**config.mk**
```make
export PLATFORM = sky130hd
export DESIGN_NAME = text_console_cell_writer_flat
export DESIGN_NICKNAME = d
export VERILOG_FILES = /design/src/rtl/tccw_pkg.sv /design/src/rtl/tccw_if.sv /design/src/rtl/tccw_ctrl.sv /design/src/rtl/tccw_dp.sv /design/src/rtl/text_console_cell_writer.sv /design/src/flat_wrapper.sv
export SDC_FILE = /design/constraint.sdc
export NUM_CORES = 1
export LEC_CHECK = 0
export BUFFER_PORTS_ARGS = -buffer_cell sky130_fd_sc_hd__buf_2
export CORE_AREA = 4 4 130 107
export CTS_BUF_LIST = sky130_fd_sc_hd__clkbuf_4
export CTS_CLUSTER_DIAMETER = 30
export CTS_CLUSTER_SIZE = 40
export DETAILED_ROUTE_END_ITERATION = 10
export DIE_AREA = 0 0 134 111
export GPL_ROUTABILITY_DRIVEN = 0
export GPL_TIMING_DRIVEN = 0
export MAX_ROUTING_LAYER = met4
export PLACE_DENSITY = 0.84
export SLEW_MARGIN = 10
export SYNTH_ARGS = -nofsm -noshare
export SYNTH_HDL_FRONTEND = slang
export SYNTH_SLANG_ARGS = --single-unit
export TNS_END_PERCENT = 1
```
**constraint.sdc**
```tcl
create_clock -name clk -period 10.6 [get_ports clk]
set_input_delay 0.53 -clock clk [delete_from_list [all_inputs] [get_ports clk]]
set_output_delay 0.53 -clock clk [all_outputs]
set_load 0.005 [all_outputs]
```
**src/rtl/tccw_pkg.sv**
```systemverilog
// Shared types, command codes and constants for the text console cell writer.
`default_nettype none
package tccw_pkg;

    localparam int CMD_W    = 2;
    localparam int CHAR_W   = 8;
    localparam int NUM_W    = 32;
    localparam int ADDR_W   = 12;
    localparam int ATTR_W   = 8;
    localparam int DIGITS   = 10;
    localparam int IDX_W    = 4;
    localparam int DIGIT_W  = 4;

    localparam logic [CMD_W-1:0] CMD_PUT_CHAR  = 2'd0;
    localparam logic [CMD_W-1:0] CMD_BACKSPACE = 2'd1;
    localparam logic [CMD_W-1:0] CMD_PUT_NUM   = 2'd2;

    localparam logic [CHAR_W-1:0] CH_NUL     = 8'h00;
    localparam logic [CHAR_W-1:0] CH_NEWLINE = 8'h0A;
    localparam logic [CHAR_W-1:0] CH_SPACE   = 8'h20;
    localparam logic [CHAR_W-1:0] CH_ZERO    = 8'h30;

    localparam logic [ATTR_W-1:0] ATTR_RESET = 8'h07;

    // controller -> datapath
    typedef struct packed {
        logic idle;   // waiting for a request
        logic load;   // latch the accepted request
        logic exec;   // carry out put char / backspace
        logic sub;    // subtract current power of ten
        logic skip;   // drop a leading zero digit
        logic emit;   // write the finished digit
    } ctl_t;

    // datapath -> controller
    typedef struct packed {
        logic req_valid;
        logic req_num;     // incoming request is put number
        logic need_write;  // latched put char / backspace makes a write
        logic ge;          // value >= current power of ten
        logic lead_zero;   // digit is a suppressed leading zero
        logic last_digit;  // units digit
        logic out_free;    // output register can take a write
    } stat_t;

    function automatic logic [NUM_W-1:0] pow10(input logic [IDX_W-1:0] idx);
        logic [NUM_W-1:0] p;
        case (idx)
            4'd0:    p = 32'd1;
            4'd1:    p = 32'd10;
            4'd2:    p = 32'd100;
            4'd3:    p = 32'd1000;
            4'd4:    p = 32'd10000;
            4'd5:    p = 32'd100000;
            4'd6:    p = 32'd1000000;
            4'd7:    p = 32'd10000000;
            4'd8:    p = 32'd100000000;
            4'd9:    p = 32'd1000000000;
            default: p = 32'd1;
        endcase
        return p;
    endfunction

endpackage
`default_nettype wire

```
**src/rtl/tccw_if.sv**
```systemverilog
// Valid/ready channel interfaces: requests, cell writes and the attribute register.
`default_nettype none
interface tccw_req_if;
    import tccw_pkg::*;
    logic              valid;
    logic              ready;
    logic [CMD_W-1:0]  cmd;
    logic [CHAR_W-1:0] char_code;
    logic [NUM_W-1:0]  number_value;
    modport source (output valid, output cmd, output char_code, output number_value,
                    input ready);
    modport sink   (input valid, input cmd, input char_code, input number_value,
                    output ready);
endinterface

interface tccw_cell_if;
    import tccw_pkg::*;
    logic              valid;
    logic              ready;
    logic [ADDR_W-1:0] cell_address;
    logic [CHAR_W-1:0] cell_char;
    logic [ATTR_W-1:0] cell_attr;
    logic              last_write;
    modport source (output valid, output cell_address, output cell_char,
                    output cell_attr, output last_write, input ready);
    modport sink   (input valid, input cell_address, input cell_char,
                    input cell_attr, input last_write, output ready);
endinterface

interface tccw_cfg_if;
    import tccw_pkg::*;
    logic              valid;
    logic              ready;
    logic [ATTR_W-1:0] data;
    modport source (output valid, output data, input ready);
    modport sink   (input valid, input data, output ready);
endinterface
`default_nettype wire

```
**src/rtl/tccw_ctrl.sv**
```systemverilog
// Sequencing state machine for the text console cell writer.
`default_nettype none
module tccw_ctrl (
    input  wire logic           clk,
    input  wire logic           rst_n,
    input  tccw_pkg::stat_t     stat,
    output tccw_pkg::ctl_t      ctl
);
    import tccw_pkg::*;

    localparam logic [1:0] S_IDLE = 2'd0;
    localparam logic [1:0] S_EXEC = 2'd1;
    localparam logic [1:0] S_NUM  = 2'd2;

    logic [1:0] state_reg;
    logic [1:0] state_next;

    always_comb
    begin
        ctl        = '0;
        state_next = state_reg;
        case (state_reg)
            S_IDLE:
            begin
                ctl.idle = 1'b1;
                if (stat.req_valid)
                begin
                    ctl.load   = 1'b1;
                    state_next = stat.req_num ? S_NUM : S_EXEC;
                end
            end
            S_EXEC:
            begin
                if (!stat.need_write || stat.out_free)
                begin
                    ctl.exec   = 1'b1;
                    state_next = S_IDLE;
                end
            end
            S_NUM:
            begin
                if (stat.ge)
                    ctl.sub = 1'b1;
                else if (stat.lead_zero)
                    ctl.skip = 1'b1;
                else if (stat.out_free)
                begin
                    ctl.emit = 1'b1;
                    if (stat.last_digit)
                        state_next = S_IDLE;
                end
            end
            default:
            begin
                state_next = S_IDLE;
            end
        endcase
    end

    always_ff @(posedge clk or negedge rst_n)
    begin
        if (!rst_n)
            state_reg <= S_IDLE;
        else
            state_reg <= state_next;
    end

endmodule
`default_nettype wire

```
**src/rtl/tccw_dp.sv**
```systemverilog
// Cursor, decimal digit unit, attribute register and output register.
`default_nettype none
module tccw_dp #(
    parameter int COLUMNS = 80,
    parameter int ROWS    = 25
) (
    input  wire logic       clk,
    input  wire logic       rst_n,
    tccw_req_if.sink        req,
    tccw_cell_if.source     wr,
    tccw_cfg_if.sink        cfg,
    input  tccw_pkg::ctl_t  ctl,
    output tccw_pkg::stat_t stat
);
    import tccw_pkg::*;

    localparam int CW = $clog2(COLUMNS + 1);
    localparam int RW = $clog2(ROWS);
    localparam int LW = RW + 9;

    logic [CMD_W-1:0]   cmd_reg;
    logic [CHAR_W-1:0]  char_reg;
    logic [NUM_W-1:0]   val_reg,   val_next;
    logic [IDX_W-1:0]   idx_reg,   idx_next;
    logic [DIGIT_W-1:0] digit_reg, digit_next;
    logic               lead_reg,  lead_next;
    logic [RW-1:0]      row_reg,   row_next;
    logic [CW-1:0]      col_reg,   col_next;
    logic [ATTR_W-1:0]  attr_reg;

    logic               cell_valid_reg, cell_valid_next;
    logic [ADDR_W-1:0]  cell_address_reg;
    logic [CHAR_W-1:0]  cell_char_reg;
    logic [ATTR_W-1:0]  cell_attr_reg;
    logic               cell_last_reg;

    logic [NUM_W-1:0]   pow;
    logic               out_free;
    logic               wrap;
    logic [RW-1:0]      row_adv;
    logic [RW-1:0]      put_row;
    logic [CW-1:0]      put_col;
    logic [RW-1:0]      a_row;
    logic [CW-1:0]      a_col;
    logic [LW-1:0]      lin;
    logic [LW:0]        addr_full;
    logic               is_bs;
    logic               ch_print;
    logic               wr_en;
    logic [CHAR_W-1:0]  wr_char;
    logic               wr_last;

    assign pow      = pow10(idx_reg);
    assign out_free = !cell_valid_reg || wr.ready;
    assign ch_print = (char_reg != CH_NUL) && (char_reg != CH_NEWLINE);
    assign is_bs    = (cmd_reg == CMD_BACKSPACE);

    assign stat.req_valid  = req.valid;
    assign stat.req_num    = (req.cmd == CMD_PUT_NUM);
    assign stat.need_write = ((cmd_reg == CMD_PUT_CHAR) && ch_print) ||
                             (is_bs && (col_reg != '0));
    assign stat.ge         = (val_reg >= pow);
    assign stat.lead_zero  = lead_reg && (digit_reg == '0) && (idx_reg != '0);
    assign stat.last_digit = (idx_reg == '0);
    assign stat.out_free   = out_free;

    assign req.ready = ctl.idle;
    assign cfg.ready = 1'b1;

    // cursor after a line wrap
    assign row_adv = (row_reg == RW'(ROWS - 1)) ? '0 : row_reg + 1'b1;
    assign wrap    = (col_reg >= CW'(COLUMNS));
    assign put_row = wrap ? row_adv : row_reg;
    assign put_col = wrap ? '0 : col_reg;

    // write address; backspace writes at the column to the left on the same row
    assign a_row     = (ctl.exec && is_bs) ? row_reg : put_row;
    assign a_col     = (ctl.exec && is_bs) ? col_reg - 1'b1 : put_col;
    assign lin       = LW'(a_row) * LW'(COLUMNS) + LW'(a_col);
    assign addr_full = {lin, 1'b0};

    always_comb
    begin
        val_next   = val_reg;
        idx_next   = idx_reg;
        digit_next = digit_reg;
        lead_next  = lead_reg;
        row_next   = row_reg;
        col_next   = col_reg;
        wr_en      = 1'b0;
        wr_char    = CH_SPACE;
        wr_last    = 1'b1;

        if (ctl.load)
        begin
            val_next   = req.number_value;
            idx_next   = IDX_W'(DIGITS - 1);
            digit_next = '0;
            lead_next  = 1'b1;
        end
        if (ctl.sub)
        begin
            val_next   = val_reg - pow;
            digit_next = digit_reg + 1'b1;
        end
        if (ctl.skip)
            idx_next = idx_reg - 1'b1;
        if (ctl.emit)
        begin
            wr_en      = 1'b1;
            wr_char    = CH_ZERO | {4'b0, digit_reg};
            wr_last    = (idx_reg == '0);
            row_next   = put_row;
            col_next   = put_col + 1'b1;
            idx_next   = idx_reg - 1'b1;
            digit_next = '0;
            lead_next  = 1'b0;
        end
        if (ctl.exec)
        begin
            case (cmd_reg)
                CMD_PUT_CHAR:
                begin
                    if (char_reg == CH_NEWLINE)
                    begin
                        row_next = row_adv;
                        col_next = '0;
                    end
                    else if (char_reg != CH_NUL)
                    begin
                        wr_en    = 1'b1;
                        wr_char  = char_reg;
                        row_next = put_row;
                        col_next = put_col + 1'b1;
                    end
                end
                CMD_BACKSPACE:
                begin
                    if (col_reg != '0)
                    begin
                        wr_en    = 1'b1;
                        wr_char  = CH_SPACE;
                        col_next = col_reg - 1'b1;
                    end
                end
                default:
                begin
                    wr_en = 1'b0;
                end
            endcase
        end

        if (wr_en)
            cell_valid_next = 1'b1;
        else if (wr.ready)
            cell_valid_next = 1'b0;
        else
            cell_valid_next = cell_valid_reg;
    end

    always_ff @(posedge clk or negedge rst_n)
    begin
        if (!rst_n)
        begin
            row_reg        <= '0;
            col_reg        <= '0;
            attr_reg       <= ATTR_RESET;
            cell_valid_reg <= 1'b0;
        end
        else
        begin
            row_reg        <= row_next;
            col_reg        <= col_next;
            cell_valid_reg <= cell_valid_next;
            if (cfg.valid)
                attr_reg <= cfg.data;
        end
    end

    always_ff @(posedge clk)
    begin
        val_reg   <= val_next;
        idx_reg   <= idx_next;
        digit_reg <= digit_next;
        lead_reg  <= lead_next;
        if (ctl.load)
        begin
            cmd_reg  <= req.cmd;
            char_reg <= req.char_code;
        end
        if (wr_en)
        begin
            cell_address_reg <= ADDR_W'(addr_full);
            cell_char_reg    <= wr_char;
            cell_attr_reg    <= attr_reg;
            cell_last_reg    <= wr_last;
        end
    end

    assign wr.valid        = cell_valid_reg;
    assign wr.cell_address = cell_address_reg;
    assign wr.cell_char    = cell_char_reg;
    assign wr.cell_attr    = cell_attr_reg;
    assign wr.last_write   = cell_last_reg;

endmodule
`default_nettype wire

```
**src/rtl/text_console_cell_writer.sv**
```systemverilog
// Top level of the text console cell writer: controller plus datapath.
// Put char / backspace: accept, then execute; a write waits for a free output register.
// Put number: accept, then per power of ten one subtract step per unit of the digit and one skip
//   or write step, paced by the single shared compare/subtract unit and held by output stalls.
// Output: the cell write is visible the cycle after the execute or digit step.
// Reset (rst_n low, async): cursor at row 0 column 0, attribute 0x07, no write pending.
`default_nettype none
module text_console_cell_writer #(
    parameter int COLUMNS = 80,   // cells per row, 2..255
    parameter int ROWS    = 25    // rows on screen, 2..63; COLUMNS*ROWS at most 2048
) (
    input  wire logic    clk,
    input  wire logic    rst_n,
    tccw_req_if.sink     req,    // command requests
    tccw_cell_if.source  wr,     // character cell writes
    tccw_cfg_if.sink     cfg     // attribute register writes
);
    import tccw_pkg::*;

    // Command and status between the sequencer and the datapath.
    ctl_t  ctl;
    stat_t stat;

    // The controller walks each request: idle/accept, then either a single
    // execute step (put char, backspace, unknown command) or the digit loop
    // for put number. In the digit loop it subtracts the current power of
    // ten while the value allows, drops leading zeros, and writes each digit
    // once the output register is free. The output register lets a new
    // request be taken while the last cell write is still waiting.
    tccw_ctrl u_ctrl (
        .clk   (clk),
        .rst_n (rst_n),
        .stat  (stat),
        .ctl   (ctl)
    );

    // The datapath holds the cursor, the latched request, the digit unit,
    // the attribute register (written any time, always ready) and the
    // output register. Full lines wrap before a write; newline moves the
    // cursor without a write; the row wraps to 0 after the last row.
    tccw_dp #(
        .COLUMNS (COLUMNS),
        .ROWS    (ROWS)
    ) u_dp (
        .clk   (clk),
        .rst_n (rst_n),
        .req   (req),
        .wr    (wr),
        .cfg   (cfg),
        .ctl   (ctl),
        .stat  (stat)
    );

endmodule
`default_nettype wire
```
**src/flat_wrapper.sv**
```systemverilog
// flat-port wrapper written by rule: the top's interface ports become plain ports
module text_console_cell_writer_flat import tccw_pkg::*;
#(
    parameter int COLUMNS = 80,                           
    parameter int ROWS    = 25                                                       
)
  (clk, rst_n, req_valid, req_cmd, req_char_code, req_number_value, req_ready, wr_valid, wr_cell_address, wr_cell_char, wr_cell_attr, wr_last_write, wr_ready, cfg_valid, cfg_data, cfg_ready);
  tccw_req_if req_i ();
  tccw_cell_if wr_i ();
  tccw_cfg_if cfg_i ();
  input  wire logic clk;
  input  wire logic rst_n;
  input wire logic [$bits(req_i.valid)-1:0] req_valid;
  input wire logic [$bits(req_i.cmd)-1:0] req_cmd;
  input wire logic [$bits(req_i.char_code)-1:0] req_char_code;
  input wire logic [$bits(req_i.number_value)-1:0] req_number_value;
  output wire logic [$bits(req_i.ready)-1:0] req_ready;
  output wire logic [$bits(wr_i.valid)-1:0] wr_valid;
  output wire logic [$bits(wr_i.cell_address)-1:0] wr_cell_address;
  output wire logic [$bits(wr_i.cell_char)-1:0] wr_cell_char;
  output wire logic [$bits(wr_i.cell_attr)-1:0] wr_cell_attr;
  output wire logic [$bits(wr_i.last_write)-1:0] wr_last_write;
  input wire logic [$bits(wr_i.ready)-1:0] wr_ready;
  input wire logic [$bits(cfg_i.valid)-1:0] cfg_valid;
  input wire logic [$bits(cfg_i.data)-1:0] cfg_data;
  output wire logic [$bits(cfg_i.ready)-1:0] cfg_ready;
  assign req_i.valid = req_valid;
  assign req_i.cmd = req_cmd;
  assign req_i.char_code = req_char_code;
  assign req_i.number_value = req_number_value;
  assign req_ready = req_i.ready;
  assign wr_valid = wr_i.valid;
  assign wr_cell_address = wr_i.cell_address;
  assign wr_cell_char = wr_i.cell_char;
  assign wr_cell_attr = wr_i.cell_attr;
  assign wr_last_write = wr_i.last_write;
  assign wr_i.ready = wr_ready;
  assign cfg_i.valid = cfg_valid;
  assign cfg_i.data = cfg_data;
  assign cfg_ready = cfg_i.ready;
  text_console_cell_writer #(.COLUMNS(COLUMNS), .ROWS(ROWS)) u_core (.clk(clk), .rst_n(rst_n), .req(req_i), .wr(wr_i), .cfg(cfg_i));
endmodule
```
==> results of run 1 <==
## cell type report
cell class / count / share of cell area (%)
Buffer: 32 / 1.47
Tap cell: 175 / 2.49
Antenna cell: 2 / 0.0570
Inverter: 61 / 2.61
Sequential cell: 125 / 38.3
Clock inverter: 12 / 1.67
Timing Repair Buffer: 84 / 4.84
Multi-Input combinational cell: 624 / 46.9
Clock buffer: 20 / 1.71
## logic make-up after synthesis
group	count (synthesis)
and+or+nand+nor	264
AOI/OAI and AO/OA	242
DFF	125
buffers and inverters	93
adders and majority gates	54
xor gates and xnor gates	44
muxes	18
other	2
## power by group through the flow
stage	combinational, mW	sequential [mW]	clock, mW
2_1_floorplan	1.19	0.794	0
3_3_place_gp	1.49	0.812	0
3_5_place_dp	1.53	0.815	0
4_1_cts	1.55	0.806	0.354
5_1_grt	1.75	0.825	0.378
6_report	1.57	0.806	0.351
## placed cells by master (no fill, tap or decap), types with 24 or more instances in the layout
cell type / instances
nand2_1: 94
inv_1: 60
ha_1: 51
a21oi_1: 57
dfxtp_1: 28
xnor2_1: 24
clkbuf_1: 27
nor2_1: 58
buf_2: 84
nor3_1: 24
edfxtp_1: 74
o21ai_0: 74
## stage by stage
step / utilization, % / cell area, sq um / power (mW)
floorplan: - / 7840 / 1.98
global placement: 67.0 / 8470 / 2.30
detailed placement: 67.0 / 8470 / 2.35
CTS: 69.5 / 8780 / 2.71
global route: 69.5 / 8780 / 2.96
finish: 69.5 / 8780 / 2.73
## per-layer routing
layer / track usage, % / up-vias
met4: 8.57 / 0
met2: 35.2 / 321
li1: - / 3270
met3: 5.63 / 31
met1: 36.5 / 3133
met5: - / -
## worst max path at each step
| stage | end | startpoint | depth (start not counted) | slack [ps] |
|---|---|---|---|---|
| finish | u_core.u_dp.wr.cell_address[11] | u_core.u_dp.col_reg[0] | 19 | 4940 |
| detailed placement | u_core.u_dp.wr.cell_address[11] | u_core.u_dp.col_reg[0] | 19 | 5050 |
| global route | u_core.u_dp.wr.cell_address[11] | u_core.u_dp.col_reg[0] | 19 | 4590 |
| CTS | u_core.u_dp.wr.cell_address[11] | u_core.u_dp.col_reg[0] | 19 | 5030 |
| global placement | u_core.u_dp.wr.cell_address[11] | u_core.u_dp.col_reg[0] | 19 | 5130 |
| floorplan | u_core.u_dp.wr.cell_address[11] | u_core.u_dp.col_reg[0] | 19 | 6010 |
## cell usage after synthesis, types with 24 or more instances
cell	instances
nand2_1	94
edfxtp_1	74
o21ai_0	74
inv_1	61
nor2_1	58
a21oi_1	57
ha_1	51
dfxtp_1	28
clkbuf_1	27
nor3_1	24
xnor2_1	24
## timing repair
| item | in CTS | in global routing |
|---|---|---|
| buffers inserted | 0 | 0 |
| endpoints found under the hold margin | 20 | 0 |
| hold buffers | 1 | 0 |
| endpoints found under the setup margin | 0 | 0 |
==> results.yml, run 1 <==
final_layout:
  drive_gt1_share_pct: 15.2
  final_cells: 1135
  n_fill_cell: 1018
  multi_input_area_sq_um: 4120
  area_delta_synth_final_pct: 12.1
  largest_register_ffs: 32
  seqCellArea_sq_um: 3360
  fin_nets: 1054
floorplan:
  row_count: 37
  coreArea_sq_um: 12600
  io_pins: 87
  start_util_pct: 62.0
  die_area_sq_um: 14900
  die_w_um: 134
  fp.dieH_um: 111
critical_path:
  worst_setup_path_start_kind: "register"
  timing.rr.end: "u_core.u_dp.wr.cell_address[11]"
  rrSetupSlack_ps: 4940
  crit_required_ps: 10910
  worst-path-buf-inv: 3
  path_class: "register to register"
  crit_path_cell_trace: "clkbuf_1, inv_1, ha_1, nor3b_1, a211o_1, a21oi_2, or3b_1, buf_2, or2_4, nor2_8, nor2_1, o21ai_0, ha_1, ha_1, fa_1, xor2_1, nand3_1, xnor2_1, xnor2_1"
  r2r_cells: 19
  cp-end-kind: "register"
  slowest_stage: "nor3b_1"
  r2r-start: "u_core.u_dp.col_reg[0]"
  cp_top_family: "simple AND/OR/NAND/NOR gates"
  crit_top_cell: "ha_1"
  arrival_ps: 5970
  max_stage_delay_ps: 600
  path_max_fanout: 9
routing:
  wl_um: 18200
  detail_route.first_pass.iterations: 6
  avgViaCountPerCell: 5.95
  m1WireLength_um: 8600
  ant_nets: 0
  wl_met2_um: 7710
  num_vias: 6755
  route.met3.wl_um: 1600
  drc: 0
  drt_iter0_drc: 636
  highest_layer: "met4"
  avgRoutedWirePerCell_um: 16.1
synth:
  synth_area_leaders: "edfxtp_1, ha_1, dfxtp_1, dfrtp_1, o21ai_0"
  synth_compound_area_share_pct: 19.8
  ys_ff_latch: 125
  synth_top_cell_by_area: "edfxtp_1"
  synth_top_family_by_area: "compound AO/OA/AOI/OAI gates"
  ys_types: 82
  synthesis.area_sq_um: 7840
  synth-adder-area-share_pct: 8.91
  synth_top_area_share_pct: 28.3
  mappedNetlistNets: 951
  yosysWarningCount: 0
  syn_area_per_cell_sq_um: 9.31
  synth-simple-area-share_pct: 16.4
  muxShareOfSynthArea_pct: 2.49
  synthArstFlopShare_pct: 18.4
  synth_xor_area_share_pct: 4.92
  seq_area_frac_synth_pct: 42.9
  synth_cells: 842
  synth_ff_type: "edfxtp_1"
  synth-edff-count: 74
timing:
  fmax_ghz: 0.177
  fin_crit_ps: 5660
  tightest_slew_ps: 924
  hold_viol: 0
  setup_viol: 0
  fin_crit_sh_pct: 53.4
  rsz0062_at_grt: "no"
  holdWs_ps: 151
  fin_setup_tns_ps: 0
  slew_viol_final: 0
  clock_skew_ps: 17.7
  maxSlewHeadroom_pct: 37.8
  setup_ws_ps: 4940
pwr:
  power_frac_clock_pct: 12.8
  p_switching_mw: 1.23
  power.share.sequential_pct: 29.5
  p_sw_share_pct: 45.0
  leakage_nw: 3.70
  power_density_nw_per_um2: 311
  p_int_mw: 1.50
  p_comb_share_pct: 57.6
  irDropWorstVdd_v: 0.000192
global_route:
  first_global_vias: 6199
  grt_pass1_wl_um: 29500
  antenna_found_initial: 2
  grt_start_max_net_pins: 34
  grt_overflow: 0
  grtUsageTotal_pct: 25.3
cts:
  ctsRootBufferMaster: "clkbuf_4"
  clock_path_buffers: 2
  cts_buffers: 17
  cts_num_sinks: 125
  cts-htree-levels: 4
  cts_resized: 0
  cts_tree: "built"
  worstSkewPairLatency_ps: 560
  clk_pin_slew_ps: 110
placement:
  numPortBuffers: 83
  dpl.cell_count: 1100
  pre_cts_slack_ps: 5050
  dpl.hpwl_um: 13600
outcome:
  status: "finished, final reports clean"
hold_path:
  hp-start: "req_char_code[4]"
  min_to: "u_core.u_dp.char_reg[4]"
  min_path_cells: 1
  worstHoldPathType: "input pin to register"
flow_run:
  drv_cap: 0
No activity file was read; power rests on OpenSTA's default activity.
==> run 2: changes to the inputs <==
--- a/config.mk
+++ b/config.mk
@@ -5,17 +5,18 @@
 export SDC_FILE = /design/constraint.sdc
 export NUM_CORES = 1
 export LEC_CHECK = 0
+export ABC_AREA = 1
 export BUFFER_PORTS_ARGS = -buffer_cell sky130_fd_sc_hd__buf_2
-export CORE_AREA = 4 4 130 107
+export CORE_AREA = 4 4 139 115
 export CTS_BUF_LIST = sky130_fd_sc_hd__clkbuf_4
 export CTS_CLUSTER_DIAMETER = 30
 export CTS_CLUSTER_SIZE = 40
 export DETAILED_ROUTE_END_ITERATION = 10
-export DIE_AREA = 0 0 134 111
+export DIE_AREA = 0 0 143 119
 export GPL_ROUTABILITY_DRIVEN = 0
 export GPL_TIMING_DRIVEN = 0
 export MAX_ROUTING_LAYER = met4
-export PLACE_DENSITY = 0.84
+export PLACE_DENSITY = 0.79
 export SLEW_MARGIN = 10
 export SYNTH_ARGS = -nofsm -noshare
 export SYNTH_HDL_FRONTEND = slang
==> constraint.sdc (replaced) <==
create_clock -name clk -period 4.8 [get_ports clk]
set_input_delay 0.24 -clock clk [delete_from_list [all_inputs] [get_ports clk]]
set_output_delay 0.24 -clock clk [all_outputs]
set_load 0.005 [all_outputs]
==> run 2 against run 1 <==
Against the previous run:
- combinational power is 130% higher
- global-route usage is 1.3 points lower
- sequential share of layout area is 2.6 points lower
- maximum frequency is 34% higher
- clock power is 91% higher
- via count is 5.8% higher
- non-clock buffer count is 33 higher
- first-iteration DRC count is 2.8% higher
- worst setup slack worse by 4400 ps
- critical path type unchanged
==> results.yml, run 2 <==
outcome:
  status: "finished, final reports clean"
cts:
  worstSkewPairLatency_ps: 560
  cts_buffers: 17
  clock_path_buffers: 2
  cts_num_sinks: 125
  ctsRootBufferMaster: "clkbuf_4"
  cts_tree: "built"
  cts_resized: 0
  cts-htree-levels: 4
  clk_pin_slew_ps: 120
global_route:
  grt_pass1_wl_um: 31900
  grtUsageTotal_pct: 24.0
  grt_start_max_net_pins: 34
  first_global_vias: 6698
  grt_overflow: 0
  antenna_found_initial: 1
final_layout:
  largest_register_ffs: 32
  layout_common_cells: "nand2_1, inv_1, buf_2"
  fin_nets: 1252
  drive_gt1_share_pct: 16.3
  area_delta_synth_final_pct: 17.1
  utilization_pct: 64.2
  final_common_cell: "nand2_1"
  final_cells: 1346
  final_cell_area_sq_um: 9420
timing:
  slew_viol_final: 0
  maxSlewHeadroom_pct: 39.5
  fin_setup_tns_ps: 0
  rsz0062_at_grt: "no"
  fmax_ghz: 0.236
  clock_skew_ps: 21.2
  holdWs_ps: 56.5
  fin_crit_ps: 4240
  hold_viol: 0
  fin_crit_sh_pct: 88.3
  tightest_slew_ps: 899
  setup_viol: 0
synth:
  synth_top_cell_by_area: "edfxtp_1"
  yosysMostFrequentCell: "nand2_1"
  ys_ff_latch: 125
  ys_types: 54
  synth_commonest_cells: "nand2_1, inv_1, nor2_1"
  synthesis.area_sq_um: 8040
  syn_area_per_cell_sq_um: 8.10
  synth_ff_type: "edfxtp_1"
  synth_cells: 993
  yosysWarningCount: 0
  synth-edff-count: 74
  synth_area_leaders: "edfxtp_1, nand2_1, ha_1, dfxtp_1, dfrtp_1"
  mappedNetlistNets: 1102
  synthArstFlopShare_pct: 18.4
  synth_top_area_share_pct: 27.6
  seq_area_frac_synth_pct: 41.8
placement:
  dpl.cell_count: 1265
  dpl.hpwl_um: 14500
  numPortBuffers: 83
  placed_area_sq_um: 8690
floorplan:
  row_count: 40
  coreArea_sq_um: 14700
  fp.dieH_um: 119
  start_util_pct: 54.8
  io_pins: 87
  die_w_um: 143
  die_area_sq_um: 17000
critical_path:
  worst_setup_path_start_kind: "register"
  cp-end-kind: "register"
  path_max_fanout: 10
  arrival_ps: 4550
  path_class: "register to register"
  rrSetupSlack_ps: 560
  crit_required_ps: 5110
pwr:
  irDropWorstVdd_v: 0.000261
  leakage_nw: 4.47
  power_density_nw_per_um2: 653
hold_path:
  worstHoldPathType: "input pin to register"
routing:
  num_vias: 7149
  wl_um: 19500
  drt_iter0_drc: 654
  avgViaCountPerCell: 5.31
  detail_route.first_pass.iterations: 5
  avgRoutedWirePerCell_um: 14.5
  drc: 0
  ant_nets: 0
flow_run:
  drv_cap: 0
run 2: changes by cell type after synthesis, sizes merged, moves of 10 or more:
cell    previous run  this run
nand2b            11         0
nand2             95       274
nor2              59        86
inv               61       130
buf                5        16
nor3              25        14
clkbuf            27         2
o22ai             13         3
a21o              16         6
nand3             20        61
run 2: layout make-up:
class	instances	area (sq um)
repair buffers	131	896
plain buffers	18	124
clock buffers	19	143
multi-input cells	718	4060
well taps	189	236
fillers	1258	5250
diodes	1	2.50
flip-flops and latches	125	3360
clock inverters	13	97.6
inverters	132	500
run 2: worst paths after layout:
check | start | end | cells after the start
worst max register to register | u_core.u_dp.col_reg[1] | u_core.u_dp.wr.cell_address[11] | 21
min in group asynchronous | rst_n | u_core.u_dp.row_reg[4] | 2
worst min register to register | u_core.u_dp.attr_reg[5] | u_core.u_dp.wr.cell_attr[5] | 0
worst max-delay path | u_core.u_dp.col_reg[1] | u_core.u_dp.wr.cell_address[11] | 21
max in group asynchronous | rst_n | u_core.u_dp.col_reg[0] | 2
worst min-delay path | req_number_value[27] | u_core.u_dp.val_reg[27] | 3
run 2: logic make-up (layout without fill, tap and decap cells):
family          count (synthesis)  after routing  share of synthesized area, %
compound gates                157            157                          11.1
flops                         125            125                          41.8
buf+inv                       150            313                          7.77
fa+ha+maj                      54             54                          8.68
mux                             9              9                          1.24
other cells                     2              3                        0.0934
xor+xnor                       40             40                          4.36
simple gates                  456            456                          24.9
run 2: worst max-delay path, stage by stage (launching register included):
cell     delay, ps
dfrtp_1        400
inv_1          100
ha_1           220
nand2_1        160
nor2_1          80
nand2_1         90
nand2_1        110
nand2_1        150
nand2_1         70
nand2_2        140
inv_2           60
nand2_2        160
inv_2          100
buf_6          150
o21ai_1        310
ha_1           310
ha_1           230
fa_1           520
nand2_1         80
nor3_1         260
xnor2_1        110
xor2_1         160
run 2: layer usage:
layer	global-route usage (%)	vias up	routed length (um)
li1	-	3596	-
met1	34.9	3195	9200
met2	33.0	323	7960
met3	6.50	35	1960
met4	6.47	0	330
met5	-	-	0
run 2: what timing repair did:
item | 4_1_cts | 5_1_grt
setup endpoints to repair | 0 | 0
hold buffers | 48 | 0
buffers inserted | 0 | 0
hold endpoints to repair | 68 | 0
run 2: power breakdown:
| group | switching [mW] | total, mW | internal (mW) |
|---|---|---|---|
| Clock | 0.408 | 0.670 | 0.262 |
| Combinational | 2.36 | 3.68 | 1.32 |
| Sequential | 0.176 | 1.80 | 1.63 |
| Total | 2.94 | 6.15 | 3.21 |
run 2: metrics by stage:
| step | setup slack, ps | power (mW) |
|---|---|---|
| 6_report | 559 | 6.15 |
| 5_1_grt | 267 | 6.72 |
| 4_1_cts | 619 | 6.11 |
| 3_5_place_dp | 666 | 5.40 |
| 3_3_place_gp | 706 | 5.32 |
| 2_1_floorplan | 1230 | 4.53 |
